File: config.mk
export PLATFORM = sky130hd
export DESIGN_NAME = flash_sector_ring_queue_control_flat
export DESIGN_NICKNAME = d
export VERILOG_FILES = /design/src/hdl/fsrq_pkg.sv /design/src/hdl/fsrq_if.sv /design/src/hdl/flash_sector_ring_queue_control.sv /design/src/hdl/fsrq_ctrl.sv /design/src/hdl/fsrq_dp.sv /design/src/flat_wrapper.sv
export SDC_FILE = /design/constraint.sdc
export NUM_CORES = 1
export LEC_CHECK = 0
export BUFFER_PORTS_ARGS = -buffer_cell sky130_fd_sc_hd__buf_4
export CAP_MARGIN = 10
export CORE_MARGIN = 2
export CORE_UTILIZATION = 52
export DETAILED_ROUTE_END_ITERATION = 7
export PLACE_DENSITY = 0.76
export RECOVER_POWER = 50
export SYNTH_ARGS = -nofsm -noshare
export SYNTH_HDL_FRONTEND = slang
export SYNTH_SLANG_ARGS = --single-unit
File: constraint.sdc
create_clock -name clk -period 15.7 [get_ports clk]
set_clock_uncertainty 0.2 [all_clocks]
set_input_delay 4.71 -clock clk [delete_from_list [all_inputs] [get_ports clk]]
set_output_delay 4.71 -clock clk [all_outputs]
set_load 0.05 [all_outputs]
File: src/hdl/fsrq_pkg.sv
// Package for the flash sector ring queue controller.
// Holds geometry constants, field widths, operation and mode codes, and shared types.
// No dependencies; every other file of the block uses it.
`timescale 1ns / 1ps

package fsrq_pkg;

  // Ring geometry. Sector and record sizes are powers of two.
  localparam int SECTOR_COUNT       = 16;
  localparam int SECTOR_BYTES       = 4096;
  localparam int RECORD_BYTES       = 32;
  localparam int RECORDS_PER_SECTOR = 128;
  localparam int CAPACITY           = SECTOR_COUNT * RECORDS_PER_SECTOR;

  // Internal pointer widths.
  localparam int SECT_W   = $clog2(SECTOR_COUNT);
  localparam int OFFS_W   = $clog2(SECTOR_BYTES + 1);
  localparam int RB_SHIFT = $clog2(RECORD_BYTES);

  // Field widths.
  localparam int ADDR_W    = 24;
  localparam int MODE_W    = 2;
  localparam int RSECT_W   = 8;
  localparam int ROFFS_W   = 16;
  localparam int OP_W      = 3;
  localparam int CNT_W     = 12;
  localparam int TOT_W     = CNT_W + 2;
  localparam int CFG_IDX_W = 1;

  // Result slots of one request.
  localparam int NUM_SLOTS = 3;
  localparam int SLOT_W    = 2;

  typedef logic [SECT_W-1:0]  sect_t;
  typedef logic [OFFS_W-1:0]  offs_t;
  typedef logic [OFFS_W:0]    offx_t;
  typedef logic [ADDR_W-1:0]  addr_t;
  typedef logic [CNT_W-1:0]   cnt_t;
  typedef logic [SLOT_W-1:0]  slot_idx_t;

  localparam offx_t RB_X = offx_t'(RECORD_BYTES);
  localparam offx_t SB_X = offx_t'(SECTOR_BYTES);

  // Limits used to range check restored pointers.
  localparam logic [RSECT_W:0] RSECT_LIM = (RSECT_W + 1)'(SECTOR_COUNT);
  localparam logic [ROFFS_W:0] ROFFS_LIM = (ROFFS_W + 1)'(SECTOR_BYTES);

  // Register indexes and reset values.
  localparam logic [CFG_IDX_W-1:0] REG_AREA_BASE  = 1'b0;
  localparam logic [CFG_IDX_W-1:0] REG_INDEX_ADDR = 1'b1;
  localparam addr_t AREA_BASE_RESET  = addr_t'(4096);
  localparam addr_t INDEX_ADDR_RESET = addr_t'(0);

  typedef enum logic [MODE_W-1:0] {
    MODE_PUSH    = 2'd0,
    MODE_POP     = 2'd1,
    MODE_CLEAR   = 2'd2,
    MODE_RESTORE = 2'd3
  } mode_t;

  typedef enum logic [OP_W-1:0] {
    OP_NONE    = 3'd0,
    OP_ERASE   = 3'd1,
    OP_PROGRAM = 3'd2,
    OP_READ    = 3'd3,
    OP_SAVE    = 3'd4
  } op_t;

  // One pending flash operation: code plus the ring location it targets.
  typedef struct packed {
    op_t   op;
    sect_t sector;
    offs_t offset;
  } slot_t;

  // Commands from the controller to the datapath.
  typedef struct packed {
    logic      start;
    logic      load;
    slot_idx_t slot;
  } dp_cmd_t;

  // Status from the datapath to the controller.
  typedef struct packed {
    logic out_last;
  } dp_status_t;

  // Advance a sector pointer around the ring.
  function automatic sect_t next_sector(input sect_t s);
    if (s == sect_t'(SECTOR_COUNT - 1)) begin
      return '0;
    end
    return s + sect_t'(1);
  endfunction

endpackage

File: src/hdl/fsrq_if.sv
// Handshake interfaces for the request and result channels of the queue controller.
// Depends on fsrq_pkg for the field widths.
`timescale 1ns / 1ps

interface fsrq_req_if;
  logic                             valid;
  logic                             ready;
  logic [fsrq_pkg::MODE_W-1:0]      mode;
  logic [fsrq_pkg::RSECT_W-1:0]     restored_write_sector;
  logic [fsrq_pkg::ROFFS_W-1:0]     restored_write_offset;
  logic [fsrq_pkg::RSECT_W-1:0]     restored_read_sector;
  logic [fsrq_pkg::ROFFS_W-1:0]     restored_read_offset;

  modport source (
    output valid, mode, restored_write_sector, restored_write_offset,
           restored_read_sector, restored_read_offset,
    input  ready
  );
  modport sink (
    input  valid, mode, restored_write_sector, restored_write_offset,
           restored_read_sector, restored_read_offset,
    output ready
  );
endinterface

interface fsrq_rsp_if;
  logic                         valid;
  logic                         ready;
  logic [fsrq_pkg::OP_W-1:0]    operation;
  logic [fsrq_pkg::ADDR_W-1:0]  flash_address;
  logic                         status;
  logic [fsrq_pkg::CNT_W-1:0]   record_count;
  logic                         last;

  modport source (
    output valid, operation, flash_address, status, record_count, last,
    input  ready
  );
  modport sink (
    input  valid, operation, flash_address, status, record_count, last,
    output ready
  );
endinterface

File: src/hdl/flash_sector_ring_queue_control.sv
// Top level of the flash sector ring queue controller.
// Depends on fsrq_pkg, fsrq_if, fsrq_ctrl and fsrq_dp.
`timescale 1ns / 1ps

// Usage:
// A request (push, pop, clear or restore) is a transfer on the req channel.
// Each request yields one to three results on the rsp channel, each naming a
// flash operation and its byte address, in the order the flash must see them.
// Every result carries the record count after the request; the final one has
// last set. The cfg port sets the ring base address and the pointer index
// address; write it only while no request is in flight.
// Sequence: the accepting cycle updates the pointers, a settle state lets the
// registered record count follow, a load state fills the result register,
// then one result leaves per cycle while the receiver is ready. The next
// request is taken in the cycle after the last result transfer.
// When the receiver stalls, the result register holds its value and the
// block waits. Reset empties the queue, restores the register defaults and
// leaves the block ready for a request in the next cycle.

module flash_sector_ring_queue_control (
  input  logic                            clk,
  input  logic                            rst,
  input  logic                            cfg_wr_en,
  input  logic [fsrq_pkg::CFG_IDX_W-1:0]  cfg_index,
  input  logic [fsrq_pkg::ADDR_W-1:0]     cfg_wr_data,
  fsrq_req_if.sink                        req,
  fsrq_rsp_if.source                      rsp
);
  import fsrq_pkg::*;

  dp_cmd_t    cmd;
  dp_status_t status;

  // Sequencer.
  fsrq_ctrl u_ctrl (
    .clk       (clk),
    .rst       (rst),
    .req_valid (req.valid),
    .rsp_ready (rsp.ready),
    .status    (status),
    .in_ready  (req.ready),
    .out_valid (rsp.valid),
    .cmd       (cmd)
  );

  // Pointer and address datapath.
  fsrq_dp u_dp (
    .clk              (clk),
    .rst              (rst),
    .cfg_wr_en        (cfg_wr_en),
    .cfg_index        (cfg_index),
    .cfg_wr_data      (cfg_wr_data),
    .req_mode         (req.mode),
    .req_write_sector (req.restored_write_sector),
    .req_write_offset (req.restored_write_offset),
    .req_read_sector  (req.restored_read_sector),
    .req_read_offset  (req.restored_read_offset),
    .cmd              (cmd),
    .status           (status),
    .out_operation    (rsp.operation),
    .out_address      (rsp.flash_address),
    .out_status       (rsp.status),
    .out_count        (rsp.record_count),
    .out_last         (rsp.last)
  );

endmodule

File: src/hdl/fsrq_ctrl.sv
// Sequencing controller of the queue block: request acceptance and result emission.
// Depends on fsrq_pkg for the command and status structs.
`timescale 1ns / 1ps

module fsrq_ctrl (
  input  logic                 clk,
  input  logic                 rst,
  input  logic                 req_valid,
  input  logic                 rsp_ready,
  input  fsrq_pkg::dp_status_t status,
  output logic                 in_ready,
  output logic                 out_valid,
  output fsrq_pkg::dp_cmd_t    cmd
);
  import fsrq_pkg::*;

  typedef enum logic [1:0] {
    S_IDLE,
    S_SETTLE,
    S_LOAD,
    S_EMIT
  } state_t;

  state_t    state;
  slot_idx_t idx;

  // Commands to the datapath.
  always_comb begin
    cmd.start = in_ready && req_valid;
    cmd.load  = (state == S_LOAD) || ((state == S_EMIT) && rsp_ready && !status.out_last);
    cmd.slot  = (state == S_LOAD) ? '0 : idx + slot_idx_t'(1);
  end

  // State, slot counter and handshake outputs.
  always_ff @(posedge clk) begin
    if (rst) begin
      state     <= S_IDLE;
      idx       <= '0;
      in_ready  <= 1'b1;
      out_valid <= 1'b0;
    end else begin
      unique case (state)
        S_IDLE: begin
          if (req_valid) begin
            state    <= S_SETTLE;
            in_ready <= 1'b0;
          end
        end
        S_SETTLE: begin
          state <= S_LOAD;
        end
        S_LOAD: begin
          state     <= S_EMIT;
          idx       <= '0;
          out_valid <= 1'b1;
        end
        S_EMIT: begin
          if (rsp_ready) begin
            if (status.out_last) begin
              state     <= S_IDLE;
              out_valid <= 1'b0;
              in_ready  <= 1'b1;
            end else begin
              idx <= idx + slot_idx_t'(1);
            end
          end
        end
        default: begin
          state <= S_IDLE;
        end
      endcase
    end
  end

endmodule

File: src/hdl/fsrq_dp.sv
// Datapath of the queue block: pointers, configuration, record count and result register.
// Depends on fsrq_pkg for constants, codes and types.
`timescale 1ns / 1ps

module fsrq_dp (
  input  logic                              clk,
  input  logic                              rst,
  input  logic                              cfg_wr_en,
  input  logic [fsrq_pkg::CFG_IDX_W-1:0]    cfg_index,
  input  logic [fsrq_pkg::ADDR_W-1:0]       cfg_wr_data,
  input  logic [fsrq_pkg::MODE_W-1:0]       req_mode,
  input  logic [fsrq_pkg::RSECT_W-1:0]      req_write_sector,
  input  logic [fsrq_pkg::ROFFS_W-1:0]      req_write_offset,
  input  logic [fsrq_pkg::RSECT_W-1:0]      req_read_sector,
  input  logic [fsrq_pkg::ROFFS_W-1:0]      req_read_offset,
  input  fsrq_pkg::dp_cmd_t                 cmd,
  output fsrq_pkg::dp_status_t              status,
  output logic [fsrq_pkg::OP_W-1:0]         out_operation,
  output logic [fsrq_pkg::ADDR_W-1:0]       out_address,
  output logic                              out_status,
  output logic [fsrq_pkg::CNT_W-1:0]        out_count,
  output logic                              out_last
);
  import fsrq_pkg::*;

  // Architectural state and configuration.
  sect_t wsec, rsec;
  offs_t woff, roff;
  addr_t base_addr, index_addr;
  cnt_t  cnt;

  // Per-request result slots.
  slot_t     slots [NUM_SLOTS];
  slot_idx_t last_slot;
  logic      empty_flag;

  // Next-state values computed at acceptance.
  sect_t     wsec_next, rsec_next;
  offs_t     woff_next, roff_next;
  slot_t     slots_next [NUM_SLOTS];
  slot_idx_t last_slot_next;
  logic      empty_next;

  // Record count of the current pointers.
  sect_t                 sdiff;
  cnt_t                  sect_part;
  offx_t                 odiff;
  offs_t                 omag;
  offs_t                 oquot;
  logic [TOT_W-1:0]      total;
  cnt_t                  cnt_next;

  always_comb begin
    if (wsec >= rsec) begin
      sdiff = wsec - rsec;
    end else begin
      sdiff = sect_t'({1'b0, wsec} + (SECT_W + 1)'(SECTOR_COUNT) - {1'b0, rsec});
    end
    sect_part = cnt_t'(sdiff) * cnt_t'(RECORDS_PER_SECTOR);
    odiff     = {1'b0, woff} - {1'b0, roff};
    omag      = odiff[OFFS_W] ? offs_t'(-odiff) : offs_t'(odiff);
    // Division truncates toward zero, so divide the magnitude and restore the sign.
    oquot     = omag >> RB_SHIFT;
    total     = TOT_W'(sect_part) +
                (odiff[OFFS_W] ? (~TOT_W'(oquot) + TOT_W'(1)) : TOT_W'(oquot));
    if (total[TOT_W-1]) begin
      cnt_next = '0;
    end else if (total > TOT_W'(CAPACITY)) begin
      cnt_next = cnt_t'(CAPACITY);
    end else begin
      cnt_next = cnt_t'(total);
    end
  end

  // Request decode: new pointers and the list of flash operations.
  sect_t ws1, rs1;
  offs_t wo1;
  offx_t ro1;
  logic  restore_bad;

  always_comb begin
    wsec_next      = wsec;
    woff_next      = woff;
    rsec_next      = rsec;
    roff_next      = roff;
    last_slot_next = '0;
    empty_next     = 1'b0;
    for (int i = 0; i < NUM_SLOTS; i++) begin
      slots_next[i] = '{op: OP_NONE, sector: '0, offset: '0};
    end
    ws1         = wsec;
    wo1         = woff;
    rs1         = rsec;
    ro1         = {1'b0, roff};
    restore_bad = 1'b0;

    unique case (mode_t'(req_mode))
      MODE_PUSH: begin
        if ({1'b0, woff} + RB_X > SB_X) begin
          // Record does not fit: move to the next sector and erase it first.
          ws1           = next_sector(wsec);
          wo1           = '0;
          slots_next[0] = '{op: OP_ERASE, sector: ws1, offset: '0};
          if (ws1 == rsec) begin
            rsec_next = next_sector(ws1);
            roff_next = '0;
          end
          slots_next[1]  = '{op: OP_PROGRAM, sector: ws1, offset: wo1};
          slots_next[2]  = '{op: OP_SAVE, sector: '0, offset: '0};
          last_slot_next = slot_idx_t'(2);
        end else begin
          slots_next[0]  = '{op: OP_PROGRAM, sector: ws1, offset: wo1};
          slots_next[1]  = '{op: OP_SAVE, sector: '0, offset: '0};
          last_slot_next = slot_idx_t'(1);
        end
        wsec_next = ws1;
        woff_next = wo1 + offs_t'(RECORD_BYTES);
      end
      MODE_POP: begin
        if (cnt == '0) begin
          empty_next = 1'b1;
        end else begin
          slots_next[0] = '{op: OP_READ, sector: rsec, offset: roff};
          ro1 = {1'b0, roff} + RB_X;
          if (ro1 + RB_X > SB_X) begin
            rs1 = next_sector(rsec);
            ro1 = '0;
          end
          if ((rs1 == wsec) && (ro1 >= {1'b0, woff})) begin
            // Reader caught the writer: start over at sector zero.
            wsec_next      = '0;
            woff_next      = '0;
            rsec_next      = '0;
            roff_next      = '0;
            slots_next[1]  = '{op: OP_ERASE, sector: '0, offset: '0};
            slots_next[2]  = '{op: OP_SAVE, sector: '0, offset: '0};
            last_slot_next = slot_idx_t'(2);
          end else begin
            rsec_next      = rs1;
            roff_next      = offs_t'(ro1);
            slots_next[1]  = '{op: OP_SAVE, sector: '0, offset: '0};
            last_slot_next = slot_idx_t'(1);
          end
        end
      end
      MODE_CLEAR: begin
        wsec_next      = '0;
        woff_next      = '0;
        rsec_next      = '0;
        roff_next      = '0;
        slots_next[0]  = '{op: OP_ERASE, sector: '0, offset: '0};
        slots_next[1]  = '{op: OP_SAVE, sector: '0, offset: '0};
        last_slot_next = slot_idx_t'(1);
      end
      MODE_RESTORE: begin
        restore_bad = ({1'b0, req_write_sector} >= RSECT_LIM) ||
                      ({1'b0, req_read_sector} >= RSECT_LIM) ||
                      ({1'b0, req_write_offset} >= ROFFS_LIM) ||
                      ({1'b0, req_read_offset} >= ROFFS_LIM);
        if (restore_bad) begin
          wsec_next     = '0;
          woff_next     = '0;
          rsec_next     = '0;
          roff_next     = '0;
          slots_next[0] = '{op: OP_SAVE, sector: '0, offset: '0};
        end else begin
          wsec_next = sect_t'(req_write_sector);
          woff_next = offs_t'(req_write_offset);
          rsec_next = sect_t'(req_read_sector);
          roff_next = offs_t'(req_read_offset);
        end
      end
      default: begin
        empty_next = 1'b0;
      end
    endcase
  end

  // Pointers, configuration and the running record count.
  always_ff @(posedge clk) begin
    if (rst) begin
      wsec       <= '0;
      woff       <= '0;
      rsec       <= '0;
      roff       <= '0;
      base_addr  <= AREA_BASE_RESET;
      index_addr <= INDEX_ADDR_RESET;
      cnt        <= '0;
    end else begin
      if (cfg_wr_en) begin
        unique case (cfg_index)
          REG_AREA_BASE:  base_addr  <= cfg_wr_data;
          REG_INDEX_ADDR: index_addr <= cfg_wr_data;
          default:        base_addr  <= base_addr;
        endcase
      end
      if (cmd.start) begin
        wsec <= wsec_next;
        woff <= woff_next;
        rsec <= rsec_next;
        roff <= roff_next;
      end
      cnt <= cnt_next;
    end
  end

  // Slot list of the request in progress.
  always_ff @(posedge clk) begin
    if (cmd.start) begin
      for (int i = 0; i < NUM_SLOTS; i++) begin
        slots[i] <= slots_next[i];
      end
      last_slot  <= last_slot_next;
      empty_flag <= empty_next;
    end
  end

  // Address of the selected slot.
  slot_t sel;
  addr_t sel_addr;

  always_comb begin
    sel = slots[cmd.slot];
    case (sel.op) inside
      OP_ERASE, OP_PROGRAM, OP_READ: begin
        sel_addr = base_addr + addr_t'(sel.sector) * addr_t'(SECTOR_BYTES) +
                   addr_t'(sel.offset);
      end
      OP_SAVE: sel_addr = index_addr;
      default: sel_addr = '0;
    endcase
  end

  // Result register.
  always_ff @(posedge clk) begin
    if (cmd.load) begin
      out_operation <= sel.op;
      out_address   <= sel_addr;
      out_status    <= empty_flag;
      out_count     <= cnt;
      out_last      <= (cmd.slot == last_slot);
    end
  end

  assign status.out_last = out_last;

endmodule

File: src/flat_wrapper.sv
// flat-port wrapper written by rule: the top's interface ports become plain ports
module flash_sector_ring_queue_control_flat import fsrq_pkg::*;
  (clk, rst, cfg_wr_en, cfg_index, cfg_wr_data, req_valid, req_mode, req_restored_write_sector, req_restored_write_offset, req_restored_read_sector, req_restored_read_offset, req_ready, rsp_valid, rsp_operation, rsp_flash_address, rsp_status, rsp_record_count, rsp_last, rsp_ready);
  fsrq_req_if req_i ();
  fsrq_rsp_if rsp_i ();
  input  logic clk;
  input  logic rst;
  input  logic cfg_wr_en;
  input  logic [fsrq_pkg::CFG_IDX_W-1:0] cfg_index;
  input  logic [fsrq_pkg::ADDR_W-1:0] cfg_wr_data;
  input wire logic [$bits(req_i.valid)-1:0] req_valid;
  input wire logic [$bits(req_i.mode)-1:0] req_mode;
  input wire logic [$bits(req_i.restored_write_sector)-1:0] req_restored_write_sector;
  input wire logic [$bits(req_i.restored_write_offset)-1:0] req_restored_write_offset;
  input wire logic [$bits(req_i.restored_read_sector)-1:0] req_restored_read_sector;
  input wire logic [$bits(req_i.restored_read_offset)-1:0] req_restored_read_offset;
  output wire logic [$bits(req_i.ready)-1:0] req_ready;
  output wire logic [$bits(rsp_i.valid)-1:0] rsp_valid;
  output wire logic [$bits(rsp_i.operation)-1:0] rsp_operation;
  output wire logic [$bits(rsp_i.flash_address)-1:0] rsp_flash_address;
  output wire logic [$bits(rsp_i.status)-1:0] rsp_status;
  output wire logic [$bits(rsp_i.record_count)-1:0] rsp_record_count;
  output wire logic [$bits(rsp_i.last)-1:0] rsp_last;
  input wire logic [$bits(rsp_i.ready)-1:0] rsp_ready;
  assign req_i.valid = req_valid;
  assign req_i.mode = req_mode;
  assign req_i.restored_write_sector = req_restored_write_sector;
  assign req_i.restored_write_offset = req_restored_write_offset;
  assign req_i.restored_read_sector = req_restored_read_sector;
  assign req_i.restored_read_offset = req_restored_read_offset;
  assign req_ready = req_i.ready;
  assign rsp_valid = rsp_i.valid;
  assign rsp_operation = rsp_i.operation;
  assign rsp_flash_address = rsp_i.flash_address;
  assign rsp_status = rsp_i.status;
  assign rsp_record_count = rsp_i.record_count;
  assign rsp_last = rsp_i.last;
  assign rsp_i.ready = rsp_ready;
  flash_sector_ring_queue_control u_core (.clk(clk), .rst(rst), .cfg_wr_en(cfg_wr_en), .cfg_index(cfg_index), .cfg_wr_data(cfg_wr_data), .req(req_i), .rsp(rsp_i));
endmodule
==> impl_results.md, run 1 <==
- Status: finished with violations
- Violated checks: max-capacitance violations, max-slew violations
- Area added between synthesis and finish: 14.6%
- # rows: 52
- Resized Gates After CTS: 0
- Avg Inst Size Synth: 8.90 µm²
- Clk_lat worst skew: 0.43 ns
- Post-synth top area cell: edfxtp_1
- FMAX: 105 MHz
- CTS root buffer: clkbuf_16
- Area share of the largest cell type after synthesis: 19.5%
- Crit path max fanout: 86
- Required @ worst endpoint: 15.64 ns
- Placer Congestion: 0.906
- CTS Buffer Depth: 2
- RSZ-0062 raised after global routing: false
- Drt pass-1 iters: 6
- DRT antenna net count: 0
- Mapped Area: 10,900 µm²
- Leakage Power: 5.10 nW
- GRT Total Usage: 25.4%
- Initial DRC Count: 742
- # DRC: 0
- Synth Flop Type: dfxtp_1
- Synth cell types: 85
- Reg clk slew, reported paths: 0.06 ns
- VDD IR max: 0.000122 V
- Seq cells post-synth: 171
- Initial core utilization: 53.4%
- H-tree level count: 4
- Final Hold Fails: 0
- Number of synthesized flops with an enable pin: 71
- Hold_buf cts: 0
- Final period utilization: 60.4%
- Vias in the first global route: 9,240
- Final setup vio count: 0
- First-pass GRT wire length: 45,400 µm
- Mapped Cells: 1,226
- Sequential share of the synthesized area: 37.9%
- Area contributors post-synth: edfxtp_1 (20%), dfxtp_1 (18%), ha_1 (9.2%)
- Postcts setup bufs: 0
- Setup crit start kind: input port
- Vias/cell: 6.02
- Initial antenna violation count: 0
- Syn_nets: 1,391
- Crit path kind: in -> reg
- Async set or reset register ratio after synthesis: 0%
- CTS tree: yes
- Global route overflow: 0
- Critical Path AT: 9.42 ns
- Hold Crit Class: reg -> reg
- Port Buffer Count: 122
- Final nets: 1,468
- Tmin final: 9.48 ns
- Core area: 20,400 µm²
- Max-slew violations: 145
- Max_slew headroom: -189%
- Diode count: 0
- Clock sink count: 171
- Largest net degree at the start of global routing: 87
- FILL cells: 1,810
- Die height: 149 µm
- Die area: 22,200 µm²
- DR WL/cell: 17.5 µm
- Final hold slack: 0.233 ns
- CTS Buf Count: 17
- Pwr/cell area: 152 nW/µm²
- Detailed Place HPWL: 20,400 µm
- Via count: 9,549
- Warning count from the yosys run: 0
- Final TNS setup: 0 ns
- MaxCap Viol Count: 3
- Final wirelength: 27,800 µm
- Worst-Margin Slew: 4.33 ns
- Layout cells sized above 1: 13.8%
- DIE WIDTH: 149 µm
- Nature of the critical path endpoint: register
- I/O Pins: 123
==> synth_stat cells (8+ instances only) <==
cell type,number
clkbuf_1,54
a22o_1,34
nor2b_1,11
nand2b_1,11
ha_1,80
a21o_1,15
a211oi_1,23
dfxtp_1,100
xnor2_1,44
nor3_1,21
and2_1,24
nand3_1,27
edfxtp_1,71
nand2_1,164
a21oi_1,112
o21ai_0,42
inv_1,57
a22oi_1,8
xor2_1,25
and3_1,17
nor2_1,75
or3_1,10
nor4_1,12
nand4_1,11
==> final timing paths <==
check	slack, ns	depth (start not counted)	end	startpoint
worst min register to register	0.23	0	u_core.u_dp.out_status	u_core.u_dp.empty_flag
worst max-delay path	6.22	4	u_core.u_dp.roff[11]	rst
worst max register to register	9.27	19	u_core.u_dp.roff[8]	u_core.u_dp.roff[5]
worst min-delay path	0.23	0	u_core.u_dp.out_status	u_core.u_dp.empty_flag
==> logic make-up (layout without fill, tap and decap cells) <==
| family | after synthesis | after routing | synth area share [%] |
|---|---|---|---|
| multiplexers | 11 | 11 | 1.09 |
| adder cells (fa/ha/maj) | 85 | 85 | 10.1 |
| flip-flops | 171 | 171 | 37.9 |
| AO/OA/AOI/OAI | 349 | 349 | 22.5 |
| AND/OR/NAND/NOR | 412 | 412 | 18.2 |
| buffers and inverters | 129 | 219 | 4.64 |
| XOR/XNOR | 69 | 69 | 5.54 |
==> stage by stage <==
stage	area, µm²	total power [W]	utilization, %	std cells	setup WS (ns)
floorplan	10900	0.00126	-	1226	8.83
global placement	11900	0.00146	58.4	1554	8.62
detailed placement	11900	0.00148	58.4	1554	8.57
CTS	12500	0.00191	61.4	1586	8.98
global route	12500	0.00203	61.2	1586	5.88
finish	12500	0.00190	61.2	1586	6.22
==> layout make-up <==
cell class	instances	area, µm²	share of cell area, %
repair buffers	128	938	7.51
multi-input cells	926	6270	50.2
clock inverters	13	156	1.25
flip-flops and latches	171	4130	33.1
inverters	59	221	1.77
clock buffers	19	443	3.54
well taps	270	338	2.70
==> cells in the final DEF, fill, tap and decap left out, types with 5 or more instances in the layout <==
master | Yosys | layout
nand2_1 | 164 | 164
buf_4 | 2 | 122
a21oi_1 | 112 | 112
dfxtp_1 | 100 | 100
ha_1 | 80 | 80
nor2_1 | 75 | 75
edfxtp_1 | 71 | 71
inv_1 | 57 | 57
xnor2_1 | 44 | 44
o21ai_0 | 42 | 42
a22o_1 | 34 | 34
nand3_1 | 27 | 27
xor2_1 | 25 | 25
a211oi_1 | 23 | 23
nor3_1 | 21 | 21
and2_1 | 24 | 19
and3_1 | 17 | 17
clkbuf_16 | 0 | 17
a21o_1 | 15 | 15
nor4_1 | 12 | 12
nand2b_1 | 11 | 11
nand4_1 | 11 | 11
nor2b_1 | 11 | 11
or3_1 | 10 | 10
a22oi_1 | 8 | 8
mux2i_1 | 7 | 7
a32oi_1 | 7 | 7
a32o_1 | 7 | 7
clkbuf_1 | 54 | 7
o211ai_1 | 6 | 6
a211o_1 | 6 | 6
a31oi_1 | 6 | 6
a211oi_2 | 5 | 5
o21a_1 | 5 | 5
and2_0 | 0 | 5
a221oi_1 | 5 | 5
a41o_1 | 5 | 5
o32ai_1 | 5 | 5
fa_1 | 5 | 5
==> worst max-delay path, stage by stage <==
cell and delay [ns]:
clkbuf_1 2.98, inv_2 1.03, nand2_1 0.52, o32ai_1 0.15
==> routing by layer <==
metal | up-vias | global-route usage, % | part of all wire (%)
li1 | 4646 | - | -
met1 | 4501 | 32.8 | 43
met2 | 343 | 43.2 | 48
met3 | 59 | 3.73 | 5.9
met4 | 0 | 9.38 | 2.4
met5 | - | 0 | 0
==> flip-flops by register name, summed over array words and instances (netlist names), 2 cells and up <==
register	count
u_core.u_ctrl.idx	2
u_core.u_ctrl.state	2
u_core.u_dp.base_addr	24
u_core.u_dp.cnt	12
u_core.u_dp.index_addr	24
u_core.u_dp.last_slot	2
u_core.u_dp.out_address	24
u_core.u_dp.out_count	12
u_core.u_dp.out_operation	3
u_core.u_dp.roff	13
u_core.u_dp.rsec	4
u_core.u_dp.slots	27
u_core.u_dp.woff	13
u_core.u_dp.wsec	4
==> report_power, final <==
part	internal [W]	leakage, nW	switching (W)
Clock	0.000243	0.292	0.000187
Combinational	0.000318	3.31	0.000556
Sequential	0.000554	1.50	0.0000447
Total	0.00111	5.10	0.000788
No activity file was read; power rests on OpenSTA's default activity.
==> run 2, diff against run 1 <==
==> constraint.sdc (replaced) <==
create_clock -name clk -period 9.6 [get_ports clk]
set_clock_uncertainty 0.2 [all_clocks]
set_input_delay 2.88 -clock clk [delete_from_list [all_inputs] [get_ports clk]]
set_output_delay 2.88 -clock clk [all_outputs]
set_load 0.05 [all_outputs]
==> run 2 against run 1 <==
Against the previous run: the flow still finishes with violations (max-capacitance violations, max-slew violations); final cell count hardly changed; non-clock buffer count rose by 1; cell area decreased by 0.36%; first-iteration DRC count grew 11%; clock power grew 58%; hold slack got worse by 0.00059 ns; global-route usage rose by 0.29 points; via count increased by 0.58%; largest power group unchanged; worst setup slack lost 2.6 ns; sequential power up 63%.
==> impl_results.md, run 2 (same netlist as run 1, synthesis figures left out) <==
- CTS tree: yes (unchanged)
- Max_slew headroom: -85.6% (was -189%)
- Nature of the critical path endpoint: register (unchanged)
- Final wirelength: 28,200 µm (was 27,800 µm)
- Initial antenna violation count: 0 (unchanged)
- First-pass GRT wire length: 45,500 µm (was 45,400 µm)
- # rows: 52 (unchanged)
- Worst reg-to-reg setup slack: 3.63 ns (was 9.27 ns)
- Cell area after layout: 12,500 µm² (about the same)
- Final Non-Filler Cells: 1,587 (was 1,586)
- Diode count: 0 (unchanged)
- FMAX: 168 MHz
- Largest net degree at the start of global routing: 87 (unchanged)
- Drt pass-1 iters: 6 (unchanged)
- Commonest non-fill, non-tap cell in the layout: nand2_1 (unchanged)
- VDD IR max: 0.000185 V (was 0.000122 V)
- CTS root buffer: clkbuf_16 (unchanged)
- Final TNS setup: 0 ns (unchanged)
- Placer Congestion: 0.948 (was 0.906)
- I/O Pins: 123 (unchanged)
- Area after DPL: 11,900 µm² (unchanged)
- Vias/cell: 6.05 (was 6.02)
- Clk_lat worst skew: 0.44 ns (was 0.43 ns)
- Critical Path AT: 6.11 ns (was 9.42 ns)
- Die area: 22,200 µm² (unchanged)
- Clock sink count: 171 (unchanged)
- Reg clk slew, reported paths: 0.07 ns (was 0.06 ns)
- Final setup vio count: 0 (unchanged)
- Die height: 149 µm (unchanged)
- Postcts setup bufs: 0 (unchanged)
- Pwr/cell area: 248 nW/µm² (was 152 nW/µm²)
- Hold Crit Class: reg -> reg (unchanged)
- H-tree level count: 4 (unchanged)
- MaxCap Viol Count: 2 (was 3)
- Violated checks: max-capacitance violations, max-slew violations (unchanged)
- Required @ worst endpoint: 9.74 ns (was 15.64 ns)
- Setup crit start kind: register (was input port)
- DRT antenna net count: 0 (unchanged)
- Crit path max fanout: 16 (was 86)
- Worst-Margin Slew: 2.76 ns (was 4.33 ns)
- R2R depth: 19 (unchanged)
- FILL cells: 1,781 (was 1,810)
- Crit path kind: reg -> reg (was in -> reg)
- Resized Gates After CTS: 0 (unchanged)
- RSZ-0062 raised after global routing: false (unchanged)
- Placed cells: 1,554 (unchanged)
- Detailed Place HPWL: 20,700 µm (was 20,400 µm)
- Core area: 20,400 µm² (unchanged)
- Status: finished with violations (unchanged)
- Hold_buf cts: 0 (unchanged)
- Final period utilization: 62.2%
- Final Hold Fails: 0 (unchanged)
- Largest Register: u_core.u_dp.slots (unchanged)
- Initial DRC Count: 825 (was 742)
- Port Buffer Count: 122 (unchanged)
- CTS Buffer Depth: 2 (unchanged)
- Leakage Power: 5.06 nW (was 5.10 nW)
- Footprint of the multi-input gates: 6270 µm² (unchanged)
- # DRC: 0 (unchanged)
- DR WL/cell: 17.8 µm (was 17.5 µm)
- Layout cells sized above 1: 13.1% (was 13.8%)
- Max-slew violations: 58 (was 145)
- DIE WIDTH: 149 µm (unchanged)
- CTS Buf Count: 17 (unchanged)
- Register Area: 4130 µm² (unchanged)
- GRT Total Usage: 25.6% (was 25.4%)
- Final nets: 1,469 (was 1,468)
- Hold depth: 0 (unchanged)
- Max FFs per register: 27 (unchanged)
- Tmin final: 5.97 ns
- Vias in the first global route: 9,140 (was 9,240)
- Via count: 9,604 (was 9,549)
- Global route overflow: 0 (unchanged)
- Area added between synthesis and finish: 14.2% (was 14.6%)
- Most frequent cells in the layout: nand2_1 (164), a21oi_1 (112), buf_4 (111), dfxtp_1 (100), ha_1 (80) (was nand2_1 (164), buf_4 (122), a21oi_1 (112), dfxtp_1 (100), ha_1 (80))
- Initial core utilization: 53.4% (unchanged)
==> run 2: changes by cell type in the layout (fill, tap and decap cells not counted), sizes merged <==
| cell | before | now |
|---|---|---|
| clkbuf | 25 | 35 |
| clkinv | 5 | 6 |
| bufinv | 2 | 0 |
| inv | 64 | 66 |
| buf | 122 | 112 |
==> run 2: where the power goes <==
part	total (W)	switching (W)	internal, W
Combinational	0.00144	0.000926	0.000512
Sequential	0.000976	0.0000717	0.000905
Clock	0.000679	0.000331	0.000348
==> run 2: metal layers <==
metal  global-route usage (%)  vias to the layer above  routed length, µm
met5                        0                        -                  0
met4                     8.14                        0                612
met3                     4.40                       42               2100
met2                     43.4                      380              13600
met1                     33.6                     4535              11900
li1                         -                     4647                  -
==> run 2: cell type report <==
type | instances | share of cell area [%]
flip-flops and latches | 171 | 33.2
inverters | 59 | 1.78
repair buffers | 129 | 7.29
well taps | 270 | 2.71
clock inverters | 14 | 1.25
clock buffers | 18 | 3.45
multi-input cells | 926 | 50.3
==> run 2: final timing paths <==
| check | end | start |
|---|---|---|
| max reg2reg | u_core.u_dp.rsec[0] | u_core.u_dp.roff[5] |
| min reg2reg | u_core.u_dp.out_count[1] | u_core.u_dp.cnt[1] |
| min | u_core.u_dp.out_count[1] | u_core.u_dp.cnt[1] |
| max | u_core.u_dp.rsec[0] | u_core.u_dp.roff[5] |
==> run 2: worst max-delay path: stages, from the launching register on <==
cell and delay, ns:
dfxtp_1 0.52, ha_1 0.51, inv_1 0.20, o21ai_0 0.21, a221oi_1 0.11, a211oi_1 0.60
a31o_2 0.30, nand2_1 0.36, nor2_1 0.23, ha_1 0.25, and3_1 0.20, a221oi_1 0.24
o21ai_0 0.15, a31o_2 0.27, a21oi_1 0.16, o21ba_2 0.17, a211oi_4 0.06, nor3_2 0.67
o21ai_0 0.19, a211oi_1 0.28
==> run 2: metrics by stage <==
step | total power, W | setup slack (ns) | utilization [%] | hold slack, ns
5_1_grt | 0.00329 | 3.17 | 61.0 | 0.240
4_1_cts | 0.00311 | 3.74 | 61.3 | 0.235
3_5_place_dp | 0.00242 | 3.81 | 58.4 | 0.220
6_report | 0.00309 | 3.63 | 61.0 | 0.233
3_3_place_gp | 0.00240 | 3.95 | 58.4 | 0.204
2_1_floorplan | 0.00207 | 4.49 | - | 0.200
